### src/hw/rtl/mhti_pkg.sv
`default_nettype none

package mhti_pkg;

   localparam int TABLE_SLOTS_DEF = 16;
   localparam int MAC_W           = 48;
   localparam int SUM_W           = 9;
   localparam int STATUS_W        = 2;
   localparam int SLOT_IDX_W      = 4;
   localparam int RECIP_SHIFT     = 20;
   localparam int ENTRY_W         = MAC_W + 1;

   localparam logic [STATUS_W-1:0] ST_INSERTED = 2'd0;
   localparam logic [STATUS_W-1:0] ST_PRESENT  = 2'd1;
   localparam logic [STATUS_W-1:0] ST_FULL     = 2'd2;

   typedef enum logic [1:0] {
      S_CLEAR,
      S_IDLE,
      S_HASH,
      S_CHECK
   } state_type;

endpackage

`default_nettype wire

### src/hw/rtl/mhti_home_slot.sv
`default_nettype none

module mhti_home_slot #(
   parameter int TABLE_SLOTS = mhti_pkg::TABLE_SLOTS_DEF,
   parameter int IDX_W       = $clog2(TABLE_SLOTS)
) (
   input  wire logic                       clock,
   input  wire logic                       reset,
   input  wire logic                       start,
   input  wire logic [mhti_pkg::SUM_W-1:0] sum,
   output logic                            done,
   output logic [IDX_W-1:0]                slot
);

   localparam int SHIFT  = mhti_pkg::RECIP_SHIFT;
   localparam int PROD_W = mhti_pkg::SUM_W + SHIFT;
   localparam int DIV_W  = $clog2(TABLE_SLOTS + 1);
   localparam int BACK_W = mhti_pkg::SUM_W + DIV_W;
   localparam logic [SHIFT-1:0] RECIP =
      SHIFT'((2 ** SHIFT + TABLE_SLOTS - 1) / TABLE_SLOTS);

   logic [mhti_pkg::SUM_W-1:0] sum_ff, sum_in;
   logic [mhti_pkg::SUM_W-1:0] quot_ff, quot_in;
   logic [mhti_pkg::SUM_W-1:0] rem_ff, rem_in;
   logic                       qstep_ff, qstep_in;
   logic                       rstep_ff, rstep_in;
   logic                       done_ff, done_in;
   logic [PROD_W-1:0]          prod;
   logic [BACK_W-1:0]          back;

   // quotient by reciprocal multiply, then remainder by multiply back and subtract
   always_comb begin
      prod     = PROD_W'(sum_ff) * PROD_W'(RECIP);
      back     = BACK_W'(quot_ff) * BACK_W'(TABLE_SLOTS);
      sum_in   = sum_ff;
      quot_in  = quot_ff;
      rem_in   = rem_ff;
      qstep_in = 1'b0;
      rstep_in = 1'b0;
      done_in  = 1'b0;
      if (start) begin
         sum_in   = sum;
         qstep_in = 1'b1;
      end else if (qstep_ff) begin
         quot_in  = prod[PROD_W-1:SHIFT];
         rstep_in = 1'b1;
      end else if (rstep_ff) begin
         rem_in  = mhti_pkg::SUM_W'(BACK_W'(sum_ff) - back);
         done_in = 1'b1;
      end
   end

   always_ff @(posedge clock) begin
      if (reset) begin
         qstep_ff <= 1'b0;
         rstep_ff <= 1'b0;
         done_ff  <= 1'b0;
      end else begin
         qstep_ff <= qstep_in;
         rstep_ff <= rstep_in;
         done_ff  <= done_in;
      end
      sum_ff  <= sum_in;
      quot_ff <= quot_in;
      rem_ff  <= rem_in;
   end

   assign done = done_ff;
   assign slot = IDX_W'(rem_ff);

endmodule

`default_nettype wire

### src/hw/rtl/mhti_entry_ram.sv
`default_nettype none

module mhti_entry_ram #(
   parameter int TABLE_SLOTS = mhti_pkg::TABLE_SLOTS_DEF,
   parameter int IDX_W       = $clog2(TABLE_SLOTS)
) (
   input  wire logic                         clock,
   input  wire logic                         rd_en,
   input  wire logic [IDX_W-1:0]             rd_addr,
   output logic [mhti_pkg::ENTRY_W-1:0]      rd_data,
   input  wire logic                         wr_en,
   input  wire logic [IDX_W-1:0]             wr_addr,
   input  wire logic [mhti_pkg::ENTRY_W-1:0] wr_data
);

   logic [mhti_pkg::ENTRY_W-1:0] mem_ff [TABLE_SLOTS];
   logic [mhti_pkg::ENTRY_W-1:0] rd_data_ff;

   always_ff @(posedge clock) begin
      if (wr_en) begin
         mem_ff[wr_addr] <= wr_data;
      end
   end

   always_ff @(posedge clock) begin
      if (rd_en) begin
         rd_data_ff <= mem_ff[rd_addr];
      end
   end

   assign rd_data = rd_data_ff;

endmodule

`default_nettype wire

### src/hw/rtl/mac_hash_table_insert_top.sv
// flow: a taken request passes through the home slot reduction, then probes the table
//    slot by slot from the home slot, up to TABLE_SLOTS probes; a held response delays the last probe
// requests: one item at a time; a new request is taken only once the previous response is
//    registered, with one table read per probe on the entry memory's single read port
// reset: synchronous, clears control state, then a clearing pass writes every slot
//    empty while no request is taken
`default_nettype none

module mac_hash_table_insert_top #(
   parameter int TABLE_SLOTS = mhti_pkg::TABLE_SLOTS_DEF
) (
   input  wire logic                              clock,
   input  wire logic                              reset,
   input  wire logic                              req_valid,
   output logic                                   req_stall,
   input  wire logic [mhti_pkg::MAC_W-1:0]        req_mac_address,
   output logic                                   rsp_valid,
   input  wire logic                              rsp_stall,
   output logic [mhti_pkg::STATUS_W-1:0]          rsp_status,
   output logic [mhti_pkg::SLOT_IDX_W-1:0]        rsp_slot_index
);

   localparam int IDX_W = $clog2(TABLE_SLOTS);
   localparam logic [IDX_W-1:0] LAST_SLOT = IDX_W'(TABLE_SLOTS - 1);

   mhti_pkg::state_type state_ff, state_in;

   logic [IDX_W-1:0]                   pos_ff, pos_in;
   logic [IDX_W-1:0]                   cnt_ff, cnt_in;
   logic [IDX_W-1:0]                   clr_ff, clr_in;
   logic [mhti_pkg::MAC_W-1:0]         mac_ff, mac_in;
   logic                               rsp_valid_ff, rsp_valid_in;
   logic [mhti_pkg::STATUS_W-1:0]      rsp_status_ff, rsp_status_in;
   logic [mhti_pkg::SLOT_IDX_W-1:0]    rsp_slot_ff, rsp_slot_in;

   logic                               hash_start;
   logic [mhti_pkg::SUM_W-1:0]         hash_sum;
   logic                               hash_done;
   logic [IDX_W-1:0]                   hash_slot;

   logic                               rd_en;
   logic [IDX_W-1:0]                   rd_addr;
   logic [mhti_pkg::ENTRY_W-1:0]       rd_data;
   logic                               wr_en;
   logic [IDX_W-1:0]                   wr_addr;
   logic [mhti_pkg::ENTRY_W-1:0]       wr_data;

   logic                               out_free;
   logic                               ent_valid;
   logic                               ent_match;
   logic [IDX_W-1:0]                   pos_next;

   mhti_home_slot #(
      .TABLE_SLOTS (TABLE_SLOTS),
      .IDX_W       (IDX_W)
   ) u_home_slot (
      .clock (clock),
      .reset (reset),
      .start (hash_start),
      .sum   (hash_sum),
      .done  (hash_done),
      .slot  (hash_slot)
   );

   mhti_entry_ram #(
      .TABLE_SLOTS (TABLE_SLOTS),
      .IDX_W       (IDX_W)
   ) u_entry_ram (
      .clock   (clock),
      .rd_en   (rd_en),
      .rd_addr (rd_addr),
      .rd_data (rd_data),
      .wr_en   (wr_en),
      .wr_addr (wr_addr),
      .wr_data (wr_data)
   );

   assign hash_sum  = mhti_pkg::SUM_W'(req_mac_address[47:40]) +
                      mhti_pkg::SUM_W'(req_mac_address[7:0]);
   assign out_free  = !rsp_valid_ff || !rsp_stall;
   assign ent_valid = rd_data[mhti_pkg::ENTRY_W-1];
   assign ent_match = (rd_data[mhti_pkg::MAC_W-1:0] == mac_ff);
   assign pos_next  = (pos_ff == LAST_SLOT) ? '0 : pos_ff + 1'b1;

   always_comb begin
      state_in      = state_ff;
      pos_in        = pos_ff;
      cnt_in        = cnt_ff;
      clr_in        = clr_ff;
      mac_in        = mac_ff;
      rsp_status_in = rsp_status_ff;
      rsp_slot_in   = rsp_slot_ff;
      rsp_valid_in  = rsp_valid_ff && rsp_stall;
      req_stall     = (state_ff != mhti_pkg::S_IDLE);
      hash_start    = 1'b0;
      rd_en         = 1'b0;
      rd_addr       = pos_ff;
      wr_en         = 1'b0;
      wr_addr       = pos_ff;
      wr_data       = {1'b1, mac_ff};

      case (state_ff)
         mhti_pkg::S_CLEAR: begin
            wr_en   = 1'b1;
            wr_addr = clr_ff;
            wr_data = '0;
            clr_in  = clr_ff + 1'b1;
            if (clr_ff == LAST_SLOT) begin
               state_in = mhti_pkg::S_IDLE;
            end
         end
         mhti_pkg::S_IDLE: begin
            if (req_valid) begin
               mac_in     = req_mac_address;
               hash_start = 1'b1;
               state_in   = mhti_pkg::S_HASH;
            end
         end
         mhti_pkg::S_HASH: begin
            if (hash_done) begin
               rd_en    = 1'b1;
               rd_addr  = hash_slot;
               pos_in   = hash_slot;
               cnt_in   = '0;
               state_in = mhti_pkg::S_CHECK;
            end
         end
         mhti_pkg::S_CHECK: begin
            if (!ent_valid) begin
               if (out_free) begin
                  wr_en         = 1'b1;
                  rsp_valid_in  = 1'b1;
                  rsp_status_in = mhti_pkg::ST_INSERTED;
                  rsp_slot_in   = mhti_pkg::SLOT_IDX_W'(pos_ff);
                  state_in      = mhti_pkg::S_IDLE;
               end
            end else if (ent_match) begin
               if (out_free) begin
                  rsp_valid_in  = 1'b1;
                  rsp_status_in = mhti_pkg::ST_PRESENT;
                  rsp_slot_in   = mhti_pkg::SLOT_IDX_W'(pos_ff);
                  state_in      = mhti_pkg::S_IDLE;
               end
            end else if (cnt_ff == LAST_SLOT) begin
               if (out_free) begin
                  rsp_valid_in  = 1'b1;
                  rsp_status_in = mhti_pkg::ST_FULL;
                  rsp_slot_in   = '0;
                  state_in      = mhti_pkg::S_IDLE;
               end
            end else begin
               rd_en   = 1'b1;
               rd_addr = pos_next;
               pos_in  = pos_next;
               cnt_in  = cnt_ff + 1'b1;
            end
         end
         default: begin
            state_in = mhti_pkg::S_IDLE;
         end
      endcase
   end

   always_ff @(posedge clock) begin
      if (reset) begin
         state_ff     <= mhti_pkg::S_CLEAR;
         clr_ff       <= '0;
         rsp_valid_ff <= 1'b0;
      end else begin
         state_ff     <= state_in;
         clr_ff       <= clr_in;
         rsp_valid_ff <= rsp_valid_in;
      end
      pos_ff        <= pos_in;
      cnt_ff        <= cnt_in;
      mac_ff        <= mac_in;
      rsp_status_ff <= rsp_status_in;
      rsp_slot_ff   <= rsp_slot_in;
   end

   assign rsp_valid      = rsp_valid_ff;
   assign rsp_status     = rsp_status_ff;
   assign rsp_slot_index = rsp_slot_ff;

endmodule

`default_nettype wire
### config.mk
export PLATFORM = sky130hd
export DESIGN_NAME = mac_hash_table_insert_top
export DESIGN_NICKNAME = d
export VERILOG_FILES = /design/src/hw/rtl/mhti_pkg.sv /design/src/hw/rtl/mhti_home_slot.sv /design/src/hw/rtl/mhti_entry_ram.sv /design/src/hw/rtl/mac_hash_table_insert_top.sv
export SDC_FILE = /design/constraint.sdc
export NUM_CORES = 1
export LEC_CHECK = 0
export BUFFER_PORTS_ARGS = -buffer_cell sky130_fd_sc_hd__buf_2
export CAP_MARGIN = 10
export CORE_MARGIN = 2
export CORE_UTILIZATION = 50
export CTS_BUF_LIST = sky130_fd_sc_hd__clkbuf_16
export DETAILED_ROUTE_END_ITERATION = 16
export PLACE_DENSITY = 0.62
export SYNTH_ARGS = -nofsm -noshare
export SYNTH_HDL_FRONTEND = slang
export SYNTH_SLANG_ARGS = --single-unit
export TNS_END_PERCENT = 10
### constraint.sdc
create_clock -name clock -period 7.6 [get_ports clock]
set_input_delay 0.38 -clock clock [delete_from_list [all_inputs] [get_ports clock]]
set_output_delay 0.38 -clock clock [all_outputs]
set_load 0.05 [all_outputs]
; ---- After elaboration in Yosys (flattened, before gate mapping)
; Memory sizes are Yosys's and may differ from the RTL's. A register that Yosys moved wholly into a read port is not among the register bits.
; Cells that the tools add are included.
[op_classes]
addsub = 5
eq_ne = 19
mux = 52
n_bitwise = 2
reduce_logical = 15
[op_table]
columns = operator, count
row1 = 4-bit two-way mux, 15
row2 = 49-bit two-way mux, 1
row3 = 48-bit equality test, 1
row4 = 2-bit two-way mux, 13
row5 = 1-bit two-way mux, 18
row6 = 4-bit case mux with 2 select lines, 2
row7 = 4-bit by 1-bit adder with 4-bit output (second input constant), 3
row8 = 4-bit equality test (second input constant), 3
row9 = 2-bit inequality test (second input constant), 6
row10 = 5-bit AND reduction, 2
row11 = 2-bit case mux with 4 select lines, 1
row12 = 2-bit by 1-bit inequality test with 1-bit output (second input constant), 3
row13 = 3-bit inequality test (second input constant), 2
row14 = 3-bit AND reduction, 2
row15 = 4-bit adder, 1
row16 = 2-bit equality test (second input constant), 2
row17 = 4-bit inequality test (second input constant), 1
row18 = 1-bit case mux with 2 select lines, 2
row19 = 4-bit AND reduction, 1
row20 = 2-bit nonzero test, 2
row21 = 4-bit by 1-bit subtractor with 4-bit output (second input constant), 1
row22 = 3-bit OR reduction, 1
row23 = 2-bit by 1-bit equality test with 1-bit output (second input constant), 1
row24 = 1-bit logical NOT, 2
row25 = 6 further kinds, 7
[totals]
register_bits = 80
ramBits = 784
out_inout_bits = 8
elab_cells = 107
memories = 1
[mem_list]
columns = memory, depth, width, read_ports, rd_ports_with_merged_regs, wr, line
row1 = u_entry_ram.mem_ff, 16, 49, 1, 1, 1, mhti_entry_ram.sv:16  ; logic [mhti_pkg::ENTRY_W-1:0] mem_ff [TABLE_SLOTS];

; ---- Depth between registers and ports, before layout
; Gate-level depths: netlist of run 1.
[logic_depth]
depth_word = 7
ltp_mapped = 14
mapped_depth_nobuf = 11

; ---- Modules after synthesis
; Synthesis of run 1 repeated with hierarchy kept, for this count alone.
[unflattened]
hier_cells = 1603
area_unflattened_um2 = 34933.5
[modules_own_cells]
columns = mod, n_inst, cells_per_inst, area_per_inst_um2
row1 = mhti_entry_ram, 1, 1268, 30827.1
row2 = mac_hash_table_insert_top, 1, 320, 3769.9
row3 = mhti_home_slot, 1, 15, 336.6

; ---- Least setup slack after synthesis of run 1
; Ideal clock, no wire load.
[synth_path]
kind = reg-to-reg
from = register u_entry_ram.rd_data_ff, in the netlist u_entry_ram.rd_data[40] (read register of u_entry_ram.mem_ff)
to = register u_entry_ram.rd_data_ff, in the netlist u_entry_ram.rd_data[0] (read register of u_entry_ram.mem_ff) (enable)
setup_time_ps = 523
t_arrival_ps = 4780
slack_ps = 2296
stages_incl_launch_ff = 9
period_less_slack_ps = 5304
path_cell_list = edfxtp_1 > xor2_1 > nor4_1 > nand4_1 > o31ai_2 > inv_2 > clkbuf_1 > nand2_1 > o21ai_0
[synth_via]
elab_chain_len = 4
[synth_lines]
columns = item, line
row1 = from (decl), mhti_entry_ram.sv:17  ; logic [mhti_pkg::ENTRY_W-1:0] rd_data_ff;
row2 = 48-bit equality test, mac_hash_table_insert_top.sv:82  ; assign ent_match = (rd_data[mhti_pkg::MAC_W-1:0] == mac_ff);
row3 = 1-bit two-way mux, mac_hash_table_insert_top.sv:137  ; end else if (ent_match) begin
row4 = 1-bit two-way mux, mac_hash_table_insert_top.sv:129  ; if (!ent_valid) begin
row5 = 1-bit case mux with 2 select lines, mac_hash_table_insert_top.sv:102  ; case (state_ff)
row6 = net rd_en, mac_hash_table_insert_top.sv:41  ; logic rd_en;
; The timed path passes the listed nets, and every way through them passes these cells.
; A chain may end at the register's enable or synchronous reset.

; ---- Final worst setup path of run 1
[layout_path]
from = register u_entry_ram.rd_data_ff, in the netlist u_entry_ram.rd_data[20] (read register of u_entry_ram.mem_ff)
to = register u_entry_ram.rd_data_ff, in the netlist u_entry_ram.rd_data[33] (read register of u_entry_ram.mem_ff), data pin
[layout_via]
elab_chain_len = 4
[layout_lines]
columns = item, line
row1 = 48-bit equality test *, mac_hash_table_insert_top.sv:82
row2 = 4-bit two-way mux or 1-bit two-way mux (tied branches) (2 in a row), -
row3 = 4-bit case mux with 2 select lines or 1-bit case mux with 2 select lines (tied branches), -
; Every way passes the cells marked *; elsewhere a longest branch is shown, timed or not.

==> results of run 1 <==
==> cell usage in the layout (no fill, tap or decap), drive strengths merged, types with 52 or more instances in the layout <==
cell type and instances:
and3 53, nand4 102, a31oi 52, a21oi 159, o31a 52, a311oi 98
o31ai 98, clkbuf 95, nand2 77, xor2 52, edfxtp 899, a21o 98
buf 113, o21ai 58, nor4 61, a211oi 52
==> how the worst max path moves through the flow <==
stage	endpoint	slack [ns]	startpoint	depth (start not counted)
floorplan	u_entry_ram.rd_data[0]	2.30	u_entry_ram.rd_data[40]	8
finish	u_entry_ram.rd_data[33]	2.06	u_entry_ram.rd_data[20]	12
detailed placement	u_entry_ram.rd_data[33]	2.13	mac_ff[36]	12
global placement	u_entry_ram.rd_data[33]	2.09	u_entry_ram.rd_data[20]	12
global route	u_entry_ram.rd_data[33]	2.03	u_entry_ram.rd_data[20]	12
CTS	u_entry_ram.rd_data[33]	2.10	u_entry_ram.rd_data[20]	12
==> per-layer routing <==
layer | global-route usage | vias to the layer above
met2 | 0.447 | 1627
met3 | 0.0507 | 214
li1 | - | 10400
met5 | 0 | -
met1 | 0.430 | 12800
met4 | 0.0804 | 0
==> layout make-up <==
cell class | instances | area, µm²
clock buffer | 95 | 2380
clock inverter | 76 | 591
fill | 5701 | 32200
inverter | 18 | 77.6
multi-input combinational | 1344 | 9520
sequential | 913 | 27300
tap | 969 | 1210
timing repair buffer | 154 | 1210
==> cells by family (layout without fill, tap and decap cells) <==
logic type               after synthesis  in the layout  synth area share
adder cells (fa/ha/maj)               11             11           0.00386
AND/OR/NAND/NOR                      404            404            0.0599
AO/OA/AOI/OAI                        870            870             0.169
multiplexers                           3              3          0.000831
flip-flops                           913            913             0.725
buffers and inverters                278            343            0.0286
XOR/XNOR                              56             56            0.0130
==> timing repair <==
item / CTS / global route
hold buffers: 41 / 0
resized for setup: 0 / 0
setup endpoints to repair: 0 / 0
setup buffers: 0 / 0
endpoints found under the hold margin: 41 / 0
==> flip-flops by register name, indices dropped and copies added (netlist names) <==
signal and cells:
rsp_status 2, u_home_slot.done 1, state_ff 2, u_home_slot.qstep_ff 1
u_entry_ram.mem_ff 784, u_home_slot.sum_ff 4, u_home_slot.rem_ff 4, u_home_slot.rstep_ff 1
mac_ff 48, clr_ff 4, pos_ff 4, rsp_valid 1
u_entry_ram.rd_data 49, rsp_slot_index 4, cnt_ff 4
==> power by group through the flow <==
| stage | Combinational [W] | Sequential (W) | Clock, W |
|---|---|---|---|
| 2_1_floorplan | 0.00200 | 0.00697 | 0 |
| 3_3_place_gp | 0.00330 | 0.00697 | 0 |
| 3_5_place_dp | 0.00335 | 0.00699 | 0 |
| 4_1_cts | 0.00338 | 0.00689 | 0.00451 |
| 5_1_grt | 0.00364 | 0.00694 | 0.00470 |
| 6_report | 0.00344 | 0.00690 | 0.00448 |
==> critical path, cell delays in order (launching register included) <==
cell      delay [ns]
edfxtp_1        0.40
xor2_1          0.20
nor4_1          0.65
nand4_1         0.41
o31ai_2         0.52
o211ai_1        0.13
and3_2          0.43
inv_2           0.09
buf_4           0.80
nand2_2         0.71
buf_4           0.48
a211o_1         0.27
o311ai_1        0.15
==> stage by stage <==
step | setup WS (ns) | power [W]
CTS | 2.10 | 0.0148
detailed placement | 2.13 | 0.0103
global route | 2.03 | 0.0153
global placement | 2.09 | 0.0103
floorplan | 2.30 | 0.00897
finish | 2.06 | 0.0148
==> metrics.md, run 1 <==
| Metric | Value |
|---|---|
| Status | completed |
| Post-synthesis cell type count | 50 |
| Largest net degree at the start of global routing | around 200 |
| Netlist Area Pre-Place | ~38000 µm² |
| Layout cells sized above 1 | 0.108 |
| R2R depth | 12 |
| Dpl hpwl | roughly 54000 µm |
| Global-route wire length before repair | between 150000 and 200000 µm |
| Die width | between 200 and 300 µm |
| Mean Syn Cell Area | 14.8 µm² |
| Clk_lat worst skew | ~0.65 ns |
| Final Setup Violations | 0 |
| Number of synthesized flops with an enable pin | 899 |
| Antenna cells | 0 |
| Post-Route Skew | between 0.02 and 0.03 ns |
| Met2 wire length | roughly 52000 µm |
| CTS root buf | clkbuf_16 |
| Post-route setup TNS | 0 ns |
| Full die area | a little under 80000 µm² |
| CP arrival | 5.94 ns |
| Worst vdd ir | around 0.35 mV |
| Routed length per placed instance | roughly 32 µm |
| DR pass1 iterations | 5 |
| DP Area | just under 40000 µm² |
| Clock sinks | between 900 and 1000 |
| DRC errors left | 0 |
| Num CTS Buffers | 94 |
| Antenna violations before repair | 1 |
| Synth cell count leaders | 899 x edfxtp_1, 233 x clkbuf_1, 158 x a21oi_1, 102 x nand4_1 |
| Fin cells | between 3000 and 4000 |
| Final period util | 0.729 |
| Fin crit period | roughly 5.5 ns |
| Final ANT Viol Nets | 0 |
| Net Sw Power | around 0.0047 W |
| Register area share after synthesis | 0.725 |
| WL final | 114000 µm |
| Hold EP | mac_ff[43] |
| Pleak | 14.0 nW |
| Internal power | between 0.01 and 0.015 W |
| Final Wtd Congestion | just over 0.8 |
| Critical Path Source Type | flop |
| Synth top area cells | edfxtp_1 72%, clkbuf_1 2.3%, a311oi_1 2.3% |
| H-tree levels | 3 |
| Vias in the first global route | 24100 |
| Met3 Wirelength | between 10000 and 15000 µm |
| Setup crit end kind | flop |
| Final net count | about 2600 |
| Post-layout util | 0.568 |
| Die Y-Extent | 278 µm |
| Boundary Pins | 60 |
| Yosys reg bits | between 900 and 1000 |
| Top Metal Used | met4 |
| Share of power burned in registers | 0.466 |
| FMAX | 0.180 GHz |
| CTS tree | built |
| FP Rows | 100 |
| GRT Total Usage | 0.291 |
| Max Cap Violations | 0 |
| Pwr Density | approximately 350 nW/µm² |
| Worst-Margin Slew | between 1 and 1.5 ns |
| Yosys warnings | 0 |
| Clock share of power | 0.302 |
| Slew headroom | 0.00956 |
| Most frequent cell after synthesis | edfxtp_1 |
| RSZ-0062 raised after global routing | no |
| Sw Ratio | 0.316 |
| Fin area | between 40000 and 50000 µm² |
| Hold Path Origin | req_mac_address[43] |
| Crit path max fanout | between 50 and 60 |
| Synth area leader | edfxtp_1 |
| Max Root-Sink Buffers | 3 |
| Synth top area share | 0.717 |
| Hold crit path type | input pin to flop |
| Async SR Flop Fraction | 0 |
| Synth Flop Type | edfxtp_1 |
| Worst Setup Path Type | flop to flop |
| Net count after synthesis | ~2600 |
| CP Data Required Time | around 8 ns |
| Area grow syn2layout | 12.3% |
| Iteration-0 DRC Markers | approximately 3400 |
| Average via count per standard cell | 7.00 |
| Reg2reg end | u_entry_ram.rd_data[33] |
| Cells after synthesis | between 2000 and 3000 |
| Endpoints failing hold | 0 |
| Reg2reg start | u_entry_ram.rd_data[20] |
| Grt ovf | 0 |
| R2R setup slack | slightly above 2 ns |
| Core Box Area | about 74000 µm² |
| Clock slew at reported path FFs | roughly 0.060 ns |
| Worst hold slack | 0.0410 ns |
| Comb power frac | 0.232 |
| Initial Util | 0.506 |
| Metal1 wirelength | about 47000 µm |
| Max-slew violations | 0 |
| Worst Hold Depth | 1 |
| Dpl cells | 3356 |
| Vias post-DR | 25000 |
| Port Buffers | slightly below 60 |
Power figures use the tool's default switching activity.
==> inputs of run 2 (changes only) <==
==> constraint.sdc (replaced) <==
create_clock -name clock -period 5.3 [get_ports clock]
set_input_delay 0.265 -clock clock [delete_from_list [all_inputs] [get_ports clock]]
set_output_delay 0.265 -clock clock [all_outputs]
set_load 0.05 [all_outputs]
==> run 2 against run 1 <==
Net effect:
- highest routed layer is now met5
- sequential power is 43% higher
- die area did not move
- clock skew is 0.0054 ns higher
- worst setup slack got worse by 1.9 ns
- clock power rose by 47%
- critical path depth did not move
- sequential cell count did not move
- wire length increased by 1.2%
==> metrics.md, run 2 (synthesis gave the netlist of run 1 again) <==
| Metric | Value |
|---|---|
| Num CTS Buffers | 96 (+2.1%) |
| H-tree levels | 3 (unchanged) |
| Clk_lat worst skew | 0.67 ns (+0.02 ns) |
| Largest net degree at the start of global routing | 198 (unchanged) |
| Port Buffers | 59 (unchanged) |
| Final ANT Viol Nets | 0 (unchanged) |
| Final period util | 0.974 (+0.245) |
| DR pass1 iterations | 6 (+1) |
| Antenna violations before repair | 3 (+2) |
| CTS tree | built |
| Reg2reg start | mac_ff[13] |
| Post-Route Skew | 0.0315 ns (+0.00535 ns) |
| Most common cell after layout, fill and taps aside | edfxtp_1 |
| Core Box Area | 74400 µm² (unchanged) |
| Hold Path Origin | rsp_stall |
| Average via count per standard cell | 7.01 (+0.11%) |
| CP arrival | 5.63 ns (-0.31 ns) |
| DRC errors left | 0 (unchanged) |
| Worst-Margin Slew | 1.22 ns (-0.266 ns) |
| Clock slew at reported path FFs | 0.06 ns (about the same) |
| Critical Path Source Type | flop |
| RSZ-0062 raised after global routing | no |
| Hold EP | rsp_valid |
| Post-route setup TNS | 0 ns (unchanged) |
| Initial Util | 0.506 (unchanged) |
| Final net count | 2618 (+1.2%) |
| # Post-CTS Setup Buffers | 0 (unchanged) |
| Grt ovf | 0 (unchanged) |
| WL final | 116000 µm (+1.2%) |
| Iteration-0 DRC Markers | 3772 (+10%) |
| Reg2reg end | u_entry_ram.rd_data[13] |
| Pwr Density | 501 nW/µm² (+43%) |
| Number of gates resized after cts | 0 (unchanged) |
| Dpl hpwl | 55800 µm (+2.6%) |
| Status | completed |
| Max Root-Sink Buffers | 3 (unchanged) |
| FP Rows | 100 (unchanged) |
| GRT Total Usage | 0.297 (+0.00608) |
| Global-route wire length before repair | 170000 µm (+2.5%) |
| Slew headroom | 0.179 (+0.169) |
| Max-slew violations | 0 (unchanged) |
| Setup crit end kind | flop |
| CTS root buf | clkbuf_16 |
| Max Cap Violations | 0 (unchanged) |
| Endpoints failing hold | 0 (unchanged) |
| R2R setup slack | 0.14 ns (-1.92 ns) |
| Die width | 278 µm (unchanged) |
| Worst vdd ir | 0.457 mV (+29%) |
| Worst hold slack | 0.0292 ns (-0.0118 ns) |
| Final Wtd Congestion | 0.818 (+0.55%) |
| Final Setup Violations | 0 (unchanged) |
| Post-Place Worst Slack | 0.348 ns (-1.78 ns) |
| Boundary Pins | 60 (unchanged) |
| Routed length per placed instance | 32.2 µm (+0.36%) |
| Crit path max fanout | 197 (+290%) |
| FMAX | 0.194 GHz (+7.4%) |
| Dpl cells | 3377 (+0.63%) |
| Largest register by flop count | u_entry_ram.mem_ff |
| Area grow syn2layout | 13.8% |
| Fin cells | 3599 (+0.84%) |
| Max reg flops | 784 (unchanged) |
| Pleak | 14.3 nW (+1.9%) |
| Die Y-Extent | 278 µm (unchanged) |
| Vias post-DR | 25200 (+0.95%) |
| Vias in the first global route | 25000 (+3.8%) |
| Setup ws final | 0.137 ns (-1.92 ns) |
| Full die area | 77500 µm² (unchanged) |
| Fin crit period | 5.16 ns (-0.381 ns) |
| Worst Hold Depth | 3 (+2) |
| Antenna cells | 0 (unchanged) |
| Worst Setup Path Type | flop to flop |
| Most frequent cells in the layout | 899 x edfxtp_1, 158 x a21oi_1, 102 x nand4_1 |
| Layout cells sized above 1 | 0.116 (+0.00789) |
| Hold crit path type | input pin to flop |
| R2R depth | 12 (unchanged) |
| Clock sinks | 913 (unchanged) |
| CP Data Required Time | 5.77 ns (-2.23 ns) |
## run 2: where the power goes
| part | leakage (nW) | internal [W] | total, W | switching (W) |
|---|---|---|---|---|
| clock network | 1.56 | 0.00376 | 0.00658 | 0.00281 |
| logic | 4.26 | 0.00130 | 0.00501 | 0.00371 |
| registers | 8.45 | 0.00962 | 0.00989 | 0.000270 |
| total | 14.3 | 0.0147 | 0.0215 | 0.00679 |
## run 2: how the worst max path moves through the flow
stage                       startpoint                      end  slack, ns
6_report                    mac_ff[13]  u_entry_ram.rd_data[13]       0.14
3_3_place_gp                mac_ff[13]  u_entry_ram.rd_data[19]       0.33
4_1_cts                     mac_ff[13]  u_entry_ram.rd_data[19]       0.34
3_5_place_dp                mac_ff[13]  u_entry_ram.rd_data[22]       0.35
5_1_grt                     mac_ff[13]  u_entry_ram.rd_data[17]       0.03
2_1_floorplan  u_entry_ram.rd_data[40]   u_entry_ram.rd_data[0]       1.32
## run 2: timing repair
| action | CTS | global route |
|---|---|---|
| endpoints found under the hold margin | 58 | 0 |
| endpoints found under the setup margin | 0 | 0 |
| hold buffers | 49 | 0 |
## run 2: per-stage QoR
step	power (W)	cell area, µm²	utilization
6_report	0.0215	42800	0.576
4_1_cts	0.0214	42800	0.576
3_3_place_gp	0.0148	39300	0.528
2_1_floorplan	0.0129	37600	-
5_1_grt	0.0222	42800	0.576
3_5_place_dp	0.0149	39300	0.528
## run 2: cell type report
class,instances,area (µm²)
Sequential cell,913,27300
Multi-Input combinational cell,1344,9520
Tap cell,969,1210
Fill cell,5708,31600
Timing Repair Buffer,182,1700
Clock buffer,97,2430
Clock inverter,76,629
Inverter,18,77.6
## run 2: worst max-delay path: stages (launching register included)
cell and delay (ns):
edfxtp_1 0.43, xor2_1 0.28, nor4_1 0.69, buf_4 0.23, nand4_1 0.16, o31ai_2 0.52
inv_2 0.24, and3_4 0.46, nor3_4 0.39, buf_12 0.73, a21oi_1 0.21, a211o_1 0.34
o311ai_1 0.09
## run 2: layer usage
layer	GRT usage	routed length, µm	vias up
li1	-	-	10500
met1	0.423	46100	12800
met2	0.459	53400	1729
met3	0.0589	12600	255
met4	0.103	3680	2
met5	0	18	-
